$ cat config.mk
export PLATFORM = sky130hd
export DESIGN_NAME = register_frame_codec_top
export DESIGN_NICKNAME = d
export VERILOG_FILES = /design/src/rtl/rfc_pkg.sv /design/src/rtl/register_frame_codec_top.sv /design/src/rtl/rfc_engine.sv /design/src/rtl/rfc_emitter.sv
export SDC_FILE = /design/constraint.sdc
export NUM_CORES = 1
export LEC_CHECK = 0
export BUFFER_PORTS_ARGS = -buffer_cell sky130_fd_sc_hd__buf_2
export CORE_UTILIZATION = 62
export CTS_CLUSTER_DIAMETER = 50
export DETAILED_ROUTE_END_ITERATION = 8
export GPL_TIMING_DRIVEN = 0
export PLACE_DENSITY = 0.83
export SYNTH_ARGS = -nofsm -noshare
export SYNTH_HDL_FRONTEND = slang
export SYNTH_HIERARCHICAL = 1
export SYNTH_SLANG_ARGS = --single-unit
$ cat constraint.sdc
create_clock -name clk_i -period 13.2 [get_ports clk_i]
set_input_delay 1.32 -clock clk_i [delete_from_list [all_inputs] [get_ports clk_i]]
set_output_delay 1.32 -clock clk_i [all_outputs]
set_load 0.02 [all_outputs]
$ cat src/rtl/rfc_pkg.sv
`default_nettype none

package rfc_pkg;

  localparam logic [7:0]  FRAME_HEADER   = 8'hA5;
  localparam logic [15:0] ONE_BYTE_LIMIT = 16'h00FF;
  localparam logic [2:0]  MAX_DATA_BYTES = 3'd4;
  localparam int unsigned FRAME_BYTES    = 5;

  typedef enum logic [1:0] {
    KIND_WRITE   = 2'd0,
    KIND_READ    = 2'd1,
    KIND_RX      = 2'd2,
    KIND_TIMEOUT = 2'd3
  } kind_e;

  typedef enum logic [1:0] {
    STATUS_OK       = 2'd0,
    STATUS_NO_REPLY = 2'd1,
    STATUS_BAD_SUM  = 2'd2
  } status_e;

  typedef enum logic {
    OUT_TX     = 1'b0,
    OUT_REPORT = 1'b1
  } out_kind_e;

  // results caused by one beat: a frame of bytes or a single report
  typedef struct packed {
    out_kind_e                   mode;
    logic [2:0]                  count;
    logic [FRAME_BYTES-1:0][7:0] bytes;
    logic [31:0]                 value;
    status_e                     status;
  } frame_t;

endpackage

`default_nettype wire

$ cat src/rtl/register_frame_codec_top.sv
// Output: the first result of a beat is shown in the cycle after it is accepted.
// Throughput: results leave one per cycle from the output frame register while
// out_ready_i is high; a new beat is taken in the cycle the last result of the
// previous one is taken. A write frame has up to 5 results, a read frame 2.
// Reset: rst_ni (async, low) clears the read tracking state and empties the frame.
`default_nettype none

module register_frame_codec_top (
  input  wire logic        clk_i,
  input  wire logic        rst_ni,
  input  wire logic        in_valid_i,
  output logic             in_ready_o,
  input  wire logic [1:0]  kind_i,
  input  wire logic [7:0]  reg_addr_i,
  input  wire logic [15:0] write_data_i,
  input  wire logic [2:0]  read_size_i,
  input  wire logic [7:0]  rx_byte_i,
  output logic             out_valid_o,
  input  wire logic        out_ready_i,
  output logic             out_kind_o,
  output logic [7:0]       tx_byte_o,
  output logic             end_of_run_o,
  output logic [31:0]      read_value_o,
  output logic [1:0]       read_status_o
);

  rfc_pkg::frame_t frame;
  logic            fire;

  assign fire = in_valid_i && in_ready_o;

  rfc_engine u_engine (
    .clk_i        (clk_i),
    .rst_ni       (rst_ni),
    .fire_i       (fire),
    .kind_i       (kind_i),
    .reg_addr_i   (reg_addr_i),
    .write_data_i (write_data_i),
    .read_size_i  (read_size_i),
    .rx_byte_i    (rx_byte_i),
    .frame_o      (frame)
  );

  rfc_emitter u_emitter (
    .clk_i         (clk_i),
    .rst_ni        (rst_ni),
    .fire_i        (fire),
    .frame_i       (frame),
    .load_ok_o     (in_ready_o),
    .out_valid_o   (out_valid_o),
    .out_ready_i   (out_ready_i),
    .out_kind_o    (out_kind_o),
    .tx_byte_o     (tx_byte_o),
    .end_of_run_o  (end_of_run_o),
    .read_value_o  (read_value_o),
    .read_status_o (read_status_o)
  );

endmodule

`default_nettype wire

$ cat src/rtl/rfc_engine.sv
`default_nettype none

module rfc_engine (
  input  wire logic            clk_i,
  input  wire logic            rst_ni,
  input  wire logic            fire_i,
  input  wire logic [1:0]      kind_i,
  input  wire logic [7:0]      reg_addr_i,
  input  wire logic [15:0]     write_data_i,
  input  wire logic [2:0]      read_size_i,
  input  wire logic [7:0]      rx_byte_i,
  output rfc_pkg::frame_t      frame_o
);

  logic        pending_q, pending_d;
  logic [7:0]  preg_q, preg_d;
  logic [2:0]  exp_q, exp_d;
  logic [2:0]  cnt_q, cnt_d;
  logic [31:0] acc_q, acc_d;
  logic [7:0]  sum_q, sum_d;
  logic [7:0]  newest_q, newest_d;

  logic        finish;
  logic [7:0]  hdr_sum;
  logic [7:0]  lo_byte;
  logic [7:0]  hi_byte;
  logic [2:0]  size_sat;

  assign hdr_sum  = rfc_pkg::FRAME_HEADER + reg_addr_i;
  assign lo_byte  = write_data_i[7:0];
  assign hi_byte  = write_data_i[15:8];
  assign size_sat = (read_size_i > rfc_pkg::MAX_DATA_BYTES) ? rfc_pkg::MAX_DATA_BYTES
                                                             : read_size_i;

  always_comb begin
    pending_d = pending_q;
    preg_d    = preg_q;
    exp_d     = exp_q;
    cnt_d     = cnt_q;
    acc_d     = acc_q;
    sum_d     = sum_q;
    newest_d  = newest_q;
    finish    = 1'b0;
    frame_o   = '0;
    frame_o.mode   = rfc_pkg::OUT_TX;
    frame_o.status = rfc_pkg::STATUS_OK;
    frame_o.bytes[0] = rfc_pkg::FRAME_HEADER;
    frame_o.bytes[1] = reg_addr_i;

    unique case (rfc_pkg::kind_e'(kind_i))
      rfc_pkg::KIND_WRITE: begin
        if (write_data_i == 16'd0) begin
          frame_o.count = 3'd2;
        end else if (write_data_i < rfc_pkg::ONE_BYTE_LIMIT) begin
          frame_o.bytes[2] = lo_byte;
          frame_o.bytes[3] = ~(hdr_sum + lo_byte);
          frame_o.count    = 3'd4;
        end else begin
          frame_o.bytes[2] = hi_byte;
          frame_o.bytes[3] = lo_byte;
          frame_o.bytes[4] = ~(hdr_sum + hi_byte + lo_byte);
          frame_o.count    = 3'd5;
        end
      end
      rfc_pkg::KIND_READ: begin
        frame_o.count = 3'd2;
        pending_d = 1'b1;
        preg_d    = reg_addr_i;
        exp_d     = size_sat;
        cnt_d     = 3'd0;
        acc_d     = 32'd0;
        sum_d     = hdr_sum;
        newest_d  = 8'd0;
      end
      rfc_pkg::KIND_RX: begin
        if (pending_q) begin
          if (cnt_q != 3'd0) begin
            acc_d = {acc_q[23:0], newest_q};
            sum_d = sum_q + newest_q;
          end
          newest_d = rx_byte_i;
          cnt_d    = cnt_q + 3'd1;
          finish   = ({1'b0, cnt_d} >= ({1'b0, exp_q} + 4'd1));
        end
      end
      rfc_pkg::KIND_TIMEOUT: begin
        finish = pending_q;
      end
      default: begin
      end
    endcase

    if (finish) begin
      pending_d    = 1'b0;
      frame_o.mode  = rfc_pkg::OUT_REPORT;
      frame_o.count = 3'd1;
      frame_o.bytes = '0;
      if (cnt_d == 3'd0) begin
        frame_o.status = rfc_pkg::STATUS_NO_REPLY;
      end else if (~sum_d == newest_d) begin
        frame_o.value = acc_d;
      end else begin
        frame_o.status = rfc_pkg::STATUS_BAD_SUM;
      end
    end
  end

  always_ff @(posedge clk_i or negedge rst_ni) begin
    if (!rst_ni) begin
      pending_q <= 1'b0;
      preg_q    <= 8'd0;
      exp_q     <= 3'd0;
      cnt_q     <= 3'd0;
      acc_q     <= 32'd0;
      sum_q     <= 8'd0;
      newest_q  <= 8'd0;
    end else if (fire_i) begin
      pending_q <= pending_d;
      preg_q    <= preg_d;
      exp_q     <= exp_d;
      cnt_q     <= cnt_d;
      acc_q     <= acc_d;
      sum_q     <= sum_d;
      newest_q  <= newest_d;
    end
  end

  logic unused_preg;
  assign unused_preg = ^preg_q;

endmodule

`default_nettype wire

$ cat src/rtl/rfc_emitter.sv
`default_nettype none

module rfc_emitter (
  input  wire logic            clk_i,
  input  wire logic            rst_ni,
  input  wire logic            fire_i,
  input  wire rfc_pkg::frame_t frame_i,
  output logic                 load_ok_o,
  output logic                 out_valid_o,
  input  wire logic            out_ready_i,
  output logic                 out_kind_o,
  output logic [7:0]           tx_byte_o,
  output logic                 end_of_run_o,
  output logic [31:0]          read_value_o,
  output logic [1:0]           read_status_o
);

  rfc_pkg::frame_t frame_q;
  logic [2:0]      cnt_q;
  logic [2:0]      idx_q;
  logic            take;
  logic            last;
  logic            is_report;

  assign out_valid_o = (cnt_q != 3'd0);
  assign take        = out_valid_o && out_ready_i;
  assign last        = (idx_q == (cnt_q - 3'd1));
  assign load_ok_o   = !out_valid_o || (take && last);
  assign is_report   = (frame_q.mode == rfc_pkg::OUT_REPORT);

  assign out_kind_o    = frame_q.mode;
  assign tx_byte_o     = is_report ? 8'd0 : frame_q.bytes[idx_q];
  assign end_of_run_o  = !is_report && last;
  assign read_value_o  = is_report ? frame_q.value : 32'd0;
  assign read_status_o = is_report ? frame_q.status : rfc_pkg::STATUS_OK;

  // hold the frame of the accepted beat; results advance one per output handshake
  always_ff @(posedge clk_i) begin
    if (fire_i) begin
      frame_q <= frame_i;
    end
  end

  always_ff @(posedge clk_i or negedge rst_ni) begin
    if (!rst_ni) begin
      cnt_q <= 3'd0;
      idx_q <= 3'd0;
    end else if (fire_i) begin
      cnt_q <= frame_i.count;
      idx_q <= 3'd0;
    end else if (take) begin
      if (last) begin
        cnt_q <= 3'd0;
        idx_q <= 3'd0;
      end else begin
        idx_q <= idx_q + 3'd1;
      end
    end
  end

endmodule

`default_nettype wire

==> flow_summary.json, run 1 <==
{
  "wl_per_cell_um": 20.46,
  "max-vdd-ir-drop_mv": 0.1229,
  "max_clock_freq_ghz": 0.2461,
  "netlist_area_um2": 8498,
  "cp_slowest_stage_delay_ns": 0.50,
  "fillers": 909,
  "cp-end-kind": "flip-flop",
  "via_count": 6791,
  "antenna_found_initial": 0,
  "skew_ns": 0.008988,
  "max_cap_violations": 0,
  "grt_use_total_pct": 33.00,
  "tritoncts": "done",
  "ys_warn_count": 6,
  "worst-setup-path-type": "input pin to flip-flop",
  "post-cts-setup-buffer-count": 0,
  "die-area_um2": 14180,
  "drt_pass1_iterations": 5,
  "r2r-start": "u_emitter/cnt_q[0]",
  "drtAntennaViolNets": 0,
  "routed_wl_um": 22100,
  "pin_count": 87,
  "hold_path_depth": 1,
  "dieHeight_um": 119.1,
  "holdWs_ns": 0.5070,
  "swShare_pct": 39.71,
  "synthSimpleGateAreaFrac_pct": 13.85,
  "dp.cells": 1048,
  "r2r_cells": 11,
  "grt_pass1_vias": 6657,
  "start_kind": "input pin",
  "finalCriticalPeriod_ns": 4.063,
  "crit_chain": "buf_2, ha_1, o21a_1, xor2_1, inv_1, fa_1, inv_1, ha_1, o21a_1, o21ai_0, nand2b_1, a21oi_1, xnor2_1, nor2_1",
  "ctsHoldBuffers": 0,
  "start_util_pct": 63.92,
  "syn_avg_cell_area_um2": 10.87,
  "synth_xor_area_share_pct": 3.548,
  "setup_viol": 0,
  "grt_max_degree": 62,
  "io_buffers": 86,
  "slew_viol_final": 0,
  "multi_input_area_um2": 4185,
  "slew_headroom_pct": 41.37,
  "clk_pin_slew_worst_paths_ns": 0.06,
  "fin_cells": 1080,
  "layout.nets": 976,
  "static-leakage-power_nw": 4.004,
  "cp.required_ns": 13.37,
  "synth_top_family_by_area": "compound AO/OA/AOI/OAI gates",
  "grt_pass1_wl_um": 35510,
  "dpl.hpwl_um": 15840,
  "hp-start": "u_engine/acc_q[27]",
  "worstSkewPairLatency_ns": 0.43,
  "netlist_instances": 782,
  "clock-sinks": 136,
  "core_um2": 13300,
  "rows": 42,
  "clk_path_buf_depth": 2,
  "critPathSlowestCell": "fa_1",
  "p_clk_share_pct": 23.4,
  "pwr-share-comb_pct": 42.1,
  "synthMuxAreaShare_pct": 3.269,
  "drt-initial-drc-count": 742,
  "synth-compound-area-share_pct": 21.01,
  "area_growth_pct": 14.71,
  "rsz0062_at_grt": "no",
  "synth_edf_count": 75,
  "critPathMaxFanout": 4,
  "cp.arrival_ns": 4.24,
  "tns_ns": 0,
  "diodes": 0,
  "worstReg2RegEnd": "u_engine/acc_q[0]",
  "hold_path.class": "flip-flop to flip-flop",
  "p_seq_share_pct": 34.5,
  "p_switching_mw": 0.7569,
  "drive_gt1_share_pct": 23.23,
  "synth-seq-cells": 136,
  "htreeDepth": 4,
  "cts_resized": 0,
  "run_status": "completed",
  "synth_cell_types": 82,
  "min_to": "u_engine/acc_q[27]",
  "r2r_setup_slack_ns": 9.51,
  "hold_viol": 0,
  "powerDensity_nw_per_um2": 195.5,
  "cts_root_buf": "clkbuf_16",
  "grt-ovfl-total": 0,
  "async_reset_ff_share_pct": 44.85,
  "internal_power_mw": 1.149,
  "via_per_inst": 6.288,
  "gp_congestion": 0.9438,
  "cts_buffers": 17,
  "synth_fa_ha_area_share_pct": 7.362,
  "period_share_pct": 30.78,
  "synth_seq_area_share_pct": 44.46,
  "chipWidth_um": 119.1,
  "drc": 0,
  "seqCellArea_um2": 3779,
  "worst_pin_slew_ns": 0.8732,
  "synth_ff_type": "edfxtp_1"
}
-- registers in the layout, summed over array words and instances (netlist names) --
signal and flops:
u_engine/exp_q 3, u_emitter/out_kind_o 1, u_engine/newest_q 8, u_engine/acc_q 32, u_engine/sum_q 8, u_emitter/cnt_q 3
u_emitter/frame_q 74, u_engine/cnt_q 3, u_emitter/idx_q 3, u_engine/pending_q 1
-- critical path, delay by kind of cell --
family                   cells  cell delay (ns)
AND/OR/NAND/NOR              2             0.15
AO/OA/AOI/OAI                4             0.77
adder cells (fa/ha/maj)      3             1.06
buffers and inverters        3             0.31
XOR/XNOR                     2             0.62
-- cells in the mapped netlist (all sizes together) (3+ instances only) --
master       number  area share, %
a211oi            9           0.85
nand2            98            4.3
edfxtp           75             27
ha               34            5.0
nor3              6           0.41
nor4              5           0.44
xor2             11            1.1
nand4             6           0.52
inv              53            2.3
buf              23            2.0
a22o             51            5.3
a2111oi          33            5.6
xnor2            20            2.1
clkbuf           24            1.4
fa               10            2.4
o22ai             5           0.37
dlygate4sd3       6           0.71
a21o              9           0.81
a21oi            35            2.4
mux2              6           0.79
o21a              6           0.53
nand3             6           0.41
o21ai            21            1.2
o31ai             4           0.41
mux2i             3           0.35
nor2             50            2.2
and2             44            3.2
mux4              8            2.1
nand2b            8           0.59
o2bb2ai           3           0.31
a31oi             6           0.62
a22oi             6           0.53
nor2b             5           0.37
dfrtp            61             18
a221oi            3           0.52
-- cells by family after synthesis --
| family | Yosys count |
|---|---|
| compound gates | 205 |
| mux | 17 |
| simple gates | 241 |
| buf+inv | 106 |
| fa+ha+maj | 44 |
| flops | 136 |
| other cells | 1 |
| xor+xnor | 32 |
-- power groups by stage --
stage	clock network (mW)	logic, mW	registers (mW)
finish	0.446	0.802	0.658
global route	0.469	0.873	0.668
CTS	0.450	0.796	0.656
detailed placement	0	0.789	0.664
global placement	0	0.756	0.665
floorplan	0	0.583	0.640
-- worst max-delay path by stage --
stage,startpoint,slack [ns],endpoint
2_1_floorplan,out_ready_i,8.07,u_engine/acc_q[25]
3_3_place_gp,out_ready_i,6.95,u_engine/acc_q[26]
3_5_place_dp,reg_addr_i[0],8.80,u_emitter/frame_q[73]
4_1_cts,reg_addr_i[0],9.20,u_emitter/frame_q[65]
5_1_grt,reg_addr_i[0],8.94,u_emitter/frame_q[73]
6_report,reg_addr_i[0],9.14,u_emitter/frame_q[73]
-- metal layers --
layer | routed length, µm | share of wire (%) | vias to the layer above | GRT usage [%]
li1 | - | - | 3073 | -
met1 | 9290 | 42 | 3311 | 45.28
met2 | 10550 | 48 | 361 | 52.47
met3 | 1755 | 7.9 | 46 | 7.040
met4 | 499 | 2.3 | 0 | 10.44
met5 | 0 | 0 | - | 0
-- cell usage in the layout, fill, tap and decap left out, types with 19 or more instances in the layout --
cell type / count
edfxtp_1: 75
clkbuf_16: 19
nor2_1: 50
ha_1: 34
and2_1: 43
inv_1: 51
o21ai_0: 20
nand2_1: 98
xnor2_1: 19
buf_2: 91
clkbuf_1: 24
a21oi_1: 31
a22o_1: 50
a2111oi_2: 29
dfrtp_1: 61
-- final cells by class --
| type | instances | share of cell area [%] |
|---|---|---|
| inverters | 53 | 2.041 |
| well taps | 176 | 2.259 |
| repair buffers | 87 | 4.723 |
| flip-flops and latches | 136 | 38.76 |
| plain buffers | 53 | 3.581 |
| clock buffers | 22 | 4.993 |
| multi-input cells | 543 | 42.93 |
| clock inverters | 10 | 0.7059 |
-- stage by stage --
stage                     area (µm²)  power [mW]  setup WS, ns  utilization, %
after CTS                       9748       1.902         9.199           73.32
final                           9748       1.906         9.137           73.32
after global routing            9748       2.010         8.935           73.32
after global placement          9160       1.422         6.951           68.90
after detailed placement        9193       1.452         8.799           69.14
after floorplan                 8509       1.223         8.067               -
(Power assumes the default switching activity.)
==> run 2: changes to the inputs <==
CORE_UTILIZATION = 54   (was 62)
PLACE_DENSITY = 0.77   (was 0.83)
clock period = 3.5 ns   (was 13.2 ns; I/O delays follow)
==> run 2 against run 1 <==
Compared with the run above: register-to-register slack got worse by 9.3 ns; sequential share of layout area decreased by 0.32 points; hold slack got worse by 0.50 ns; via count decreased by 2.1%; sequential power increased to 3.8 times the previous value; power increased to 3.8 times the previous value; die area increased by 15%.
==> flow_summary.json, run 2 (synthesized netlist as in run 1, its figures left out) <==
{
  "clk_path_buf_depth": 2,
  "holdWs_ns": 0.003081,
  "worstSkewPairLatency_ns": 0.43,
  "worst-setup-path-type": "flip-flop to flip-flop",
  "cts_root_buf": "clkbuf_16",
  "chipWidth_um": 127.5,
  "seqCellArea_um2": 3779,
  "hold_viol": 0,
  "setup_viol": 0,
  "cts_buffers": 17,
  "setup_ws_ns": 0.2074,
  "rsz0062_at_grt": "no",
  "final_cell_mix": "98 x nand2_1, 91 x buf_2, 75 x edfxtp_1",
  "cp_slowest_stage_delay_ns": 0.48,
  "multi_input_area_um2": 4235,
  "rows": 45,
  "drt_pass1_iterations": 5,
  "slew_headroom_pct": 39.24,
  "tritoncts": "done",
  "critPathMaxFanout": 10,
  "antenna_found_initial": 0,
  "largest_register_ffs": 74,
  "grt_pass1_wl_um": 34320,
  "grt_max_degree": 62,
  "powerDensity_nw_per_um2": 733.2,
  "largest_register": "u_emitter/frame_q",
  "dieHeight_um": 127.5,
  "drive_gt1_share_pct": 24.09,
  "skew_ns": 0.007062,
  "max-vdd-ir-drop_mv": 0.5238,
  "core_um2": 15260,
  "finalCriticalPeriod_ns": 3.293,
  "die-area_um2": 16240,
  "start_util_pct": 55.69,
  "static-leakage-power_nw": 4.025,
  "grt_use_total_pct": 27.90,
  "cp_top_family": "compound AO/OA/AOI/OAI gates",
  "routed_wl_um": 21190,
  "drc": 0,
  "slew_viol_final": 0,
  "placedInstanceArea_um2": 9206,
  "clock-sinks": 136,
  "crit_buf_inv": 2,
  "drt-initial-drc-count": 761,
  "cp.required_ns": 3.71,
  "max_clock_freq_ghz": 0.3037,
  "fillers": 1195,
  "ctsHoldBuffers": 0,
  "fin_area_um2": 9828,
  "diodes": 0,
  "drtAntennaViolNets": 0,
  "hold_path.class": "input pin to async pin",
  "via_count": 6649,
  "crit_chain": "ha_1, inv_1, fa_1, nand2b_1, a21oi_1, nor3_1, o31ai_2, a31o_2, o211ai_2, buf_2, a2111oi_2",
  "grt_pass1_vias": 6296,
  "critPathSlowestCell": "dfrtp_1",
  "start_kind": "flip-flop",
  "top_regs": "u_emitter/frame_q: 74 flops, u_engine/acc_q: 32 flops",
  "worst_pin_slew_ns": 0.9114,
  "via_per_inst": 5.958,
  "run_status": "completed",
  "gp_congestion": 0.9641,
  "layout.nets": 977,
  "cp.arrival_ns": 3.50,
  "io_buffers": 86,
  "pin_count": 87,
  "layout_commonest_cell": "nand2_1",
  "tns_ns": 0,
  "max_cap_violations": 0,
  "place_ws_ns": -0.3257,
  "topRoutingLayerUsed": "met4",
  "met2WireLength_um": 9881,
  "cp-end-kind": "flip-flop",
  "area_growth_pct": 15.65,
  "htreeDepth": 4,
  "wl_met1_um": 9578,
  "grt-ovfl-total": 0,
  "wl_per_cell_um": 18.99,
  "wl_met3_um": 1340,
  "period_share_pct": 94.07,
  "dpl.hpwl_um": 14650,
  "clk_pin_slew_worst_paths_ns": 0.06
}
==> run 2: metal layers <==
| layer | track usage, % | vias up |
|---|---|---|
| met5 | 0 | - |
| met4 | 9.664 | 0 |
| met3 | 5.821 | 25 |
| met2 | 42.04 | 271 |
| met1 | 40.07 | 3283 |
| li1 | - | 3070 |
==> run 2: per-stage QoR <==
step / instances / utilization [%] / total power, mW
2_1_floorplan: 785 / - / 4.597
3_3_place_gp: 1082 / 60.34 / 5.346
3_5_place_dp: 1082 / 60.34 / 5.406
4_1_cts: 1116 / 64.18 / 7.171
5_1_grt: 1116 / 64.41 / 7.592
6_report: 1116 / 64.41 / 7.206
==> run 2: layout make-up <==
type,count,area share [%]
clock inverters,11,0.8657
well taps,211,2.686
clock buffers,21,4.901
repair buffers,86,4.405
inverters,53,2.024
plain buffers,53,3.577
multi-input cells,545,43.09
flip-flops and latches,136,38.45
==> run 2: power breakdown <==
| part | switching [mW] | internal (mW) | leakage [nW] |
|---|---|---|---|
| Sequential | 0.293 | 2.20 | 1.54 |
| Clock | 0.718 | 0.996 | 0.286 |
| Combinational | 1.87 | 1.13 | 2.20 |
==> run 2: worst register-to-register path, stage by stage, from the launching register on <==
cell	delay, ns
dfrtp_1	0.48
ha_1	0.24
inv_1	0.06
fa_1	0.39
nand2b_1	0.19
a21oi_1	0.20
nor3_1	0.08
o31ai_2	0.32
a31o_2	0.22
o211ai_2	0.20
buf_2	0.28
a2111oi_2	0.41
==> run 2: repair_timing <==
item / 4_1_cts / 5_1_grt
pin swaps: 1 / 0
buffers inserted: 0 / 0
resized for setup: 1 / 9
endpoints found under the hold margin: 0 / 0
endpoints found under the setup margin: 31 / 74
gates cloned: 2 / 0
==> run 2: final timing paths <==
kind | start | end | slack [ns] | depth (start not counted)
setup / recovery | u_engine/newest_q[0] | u_emitter/frame_q[24] | 0.21 | 11
max in group asynchronous | rst_ni | u_engine/newest_q[6] | 2.95 | 1
min in group clk_i | read_size_i[0] | u_engine/exp_q[0] | 0.18 | 3
hold reg to reg | u_engine/acc_q[27] | u_engine/acc_q[27] | 0.50 | 1
hold / removal | rst_ni | u_emitter/idx_q[1] | 0.003 | 1
setup reg to reg | u_engine/newest_q[0] | u_emitter/frame_q[24] | 0.21 | 11
==> run 3: changes to the inputs <==
PLACE_DENSITY = 0.86   (was 0.77)
==> run 3 against run 2 <==
Compared with the run above: register-to-register slack got worse by 0.09 ns; setup slack got worse by 0.095 ns; utilization shrank 0.38 points; critical endpoint is now u_emitter/frame_q[33].
==> flow_summary.json, run 3 (synthesized netlist as in run 1, its figures left out) <==
{
  "worst-setup-path-type": "flip-flop to flip-flop",
  "powerDensity_nw_per_um2": 728.1,
  "dieHeight_um": 127.5,
  "start_util_pct": 55.69,
  "period_share_pct": 96.78,
  "clock-sinks": 136,
  "tritoncts": "done",
  "drt_pass1_iterations": 6,
  "core_um2": 15260,
  "largest_register": "u_emitter/frame_q",
  "grt_pass1_wl_um": 33950,
  "clk_path_buf_depth": 2,
  "drt-initial-drc-count": 795,
  "static-leakage-power_nw": 4.002,
  "pin_count": 87,
  "routed_wl_um": 21200,
  "worst_pin_slew_ns": 0.9643,
  "drive_gt1_share_pct": 24.09,
  "layout.nets": 977,
  "grt_pass1_vias": 6364,
  "worstSkewPairLatency_ns": 0.43,
  "grt-ovfl-total": 0,
  "cp.arrival_ns": 3.57,
  "critPathSlowestCell": "a2111oi_2",
  "tns_ns": 0,
  "htreeDepth": 4,
  "crit_chain": "ha_1, inv_1, fa_1, nand2b_1, a21oi_1, nor3_1, o31ai_2, a31o_2, o211ai_2, buf_2, a2111oi_2",
  "layout_commonest_cell": "nand2_1",
  "topRoutingLayerUsed": "met4",
  "cp-end-kind": "flip-flop",
  "fin_area_um2": 9771,
  "cp_slowest_stage_delay_ns": 0.46,
  "placedInstanceArea_um2": 9206,
  "max_clock_freq_ghz": 0.2952,
  "via_per_inst": 6.080,
  "slew_headroom_pct": 35.71,
  "diodes": 0,
  "io_buffers": 86,
  "drc": 0,
  "r2r-start": "u_engine/newest_q[0]",
  "largest_register_ffs": 74,
  "grt_max_degree": 62,
  "final_cell_mix": "98 x nand2_1, 91 x buf_2, 75 x edfxtp_1",
  "ctsHoldBuffers": 0,
  "area_growth_pct": 14.97,
  "setup_viol": 0,
  "run_status": "completed",
  "antenna_found_initial": 0,
  "met2WireLength_um": 10180,
  "rsz0062_at_grt": "no",
  "via_count": 6785,
  "cts_buffers": 17,
  "cts_root_buf": "clkbuf_16",
  "dpl.hpwl_um": 14800,
  "max-vdd-ir-drop_mv": 0.4235,
  "hold_viol": 0,
  "wl_met3_um": 1655,
  "crit_path_start": "u_engine/newest_q[0]",
  "grt_use_total_pct": 27.38,
  "max_cap_violations": 0,
  "clk_pin_slew_worst_paths_ns": 0.06,
  "slew_viol_final": 0,
  "critPathMaxFanout": 10,
  "die-area_um2": 16240,
  "gp_congestion": 0.9759,
  "cp.required_ns": 3.68,
  "hold_path.class": "input pin to async pin",
  "top_regs": "u_emitter/frame_q: 74 flops, u_engine/acc_q: 32 flops",
  "skew_ns": 0.01365,
  "finalCriticalPeriod_ns": 3.387,
  "wl_per_cell_um": 18.99,
  "start_kind": "flip-flop",
  "chipWidth_um": 127.5,
  "drtAntennaViolNets": 0,
  "wl_met1_um": 8901,
  "rows": 45
}
[run 3: stage by stage]
step                utilization [%]  worst slack, ns  cells  hold WS [ns]  total power [mW]
finish                        64.03           0.1126   1116      0.009446             7.114
global route                  64.03          0.03389   1116       0.08679             7.499
CTS                           63.99           0.1059   1116        0.1770             7.078
detailed placement            60.34          -0.3488   1082        0.4818             5.410
global placement              60.34          -0.1997   1082        0.4826             5.306
floorplan                         -          0.07334    785       0.05441             4.597
[run 3: what timing repair did]
item                       4_1_cts  5_1_grt
setup endpoints to repair       31       42
gates cloned                     2        0
setup buffers                    0        0
pin swaps                        1        0
gates resized for setup          2        8
[run 3: layer usage]
layer / global-route usage, % / vias to the layer above
met3: 5.444 / 45
met2: 43.46 / 355
met1: 37.77 / 3320
met5: 0 / -
met4: 9.034 / 0
li1: - / 3065
[run 3: path summary, 6_finish.rpt]
| kind | end | slack (ns) | cells after the start |
|---|---|---|---|
| max | u_emitter/frame_q[33] | 0.11 | 11 |
| min | u_emitter/idx_q[2] | 0.009 | 1 |
| max reg2reg | u_emitter/frame_q[33] | 0.11 | 11 |
| min reg2reg | u_engine/acc_q[27] | 0.50 | 1 |
| max in group asynchronous | u_engine/newest_q[0] | 2.91 | 1 |
| min in group clk_i | u_engine/exp_q[2] | 0.18 | 2 |
[run 3: worst max-delay path: cells and delay by family, from the launching register on]
family,cells,cell delay (ns)
AO/OA/AOI/OAI,5,1.46
adder cells (fa/ha/maj),2,0.60
flip-flops,1,0.45
AND/OR/NAND/NOR,2,0.28
buffers and inverters,2,0.35
[run 3: cell type report]
| class | count | area, µm² |
|---|---|---|
| multi-input combinational | 545 | 4210 |
| buffer | 53 | 352.8 |
| clock inverter | 13 | 98.84 |
| timing repair buffer | 86 | 432.9 |
| clock buffer | 19 | 432.9 |
| sequential | 136 | 3780 |
| inverter | 53 | 198.9 |
| tap | 211 | 264.0 |
| fill | 1174 | 5488 |
[run 3: report_power, final]
part / leakage (nW) / internal, mW / switching (mW)
clock: 0.264 / 0.913 / 0.703
sequential: 1.54 / 2.20 / 0.284
combinational: 2.20 / 1.13 / 1.88
total: 4.00 / 4.24 / 2.87
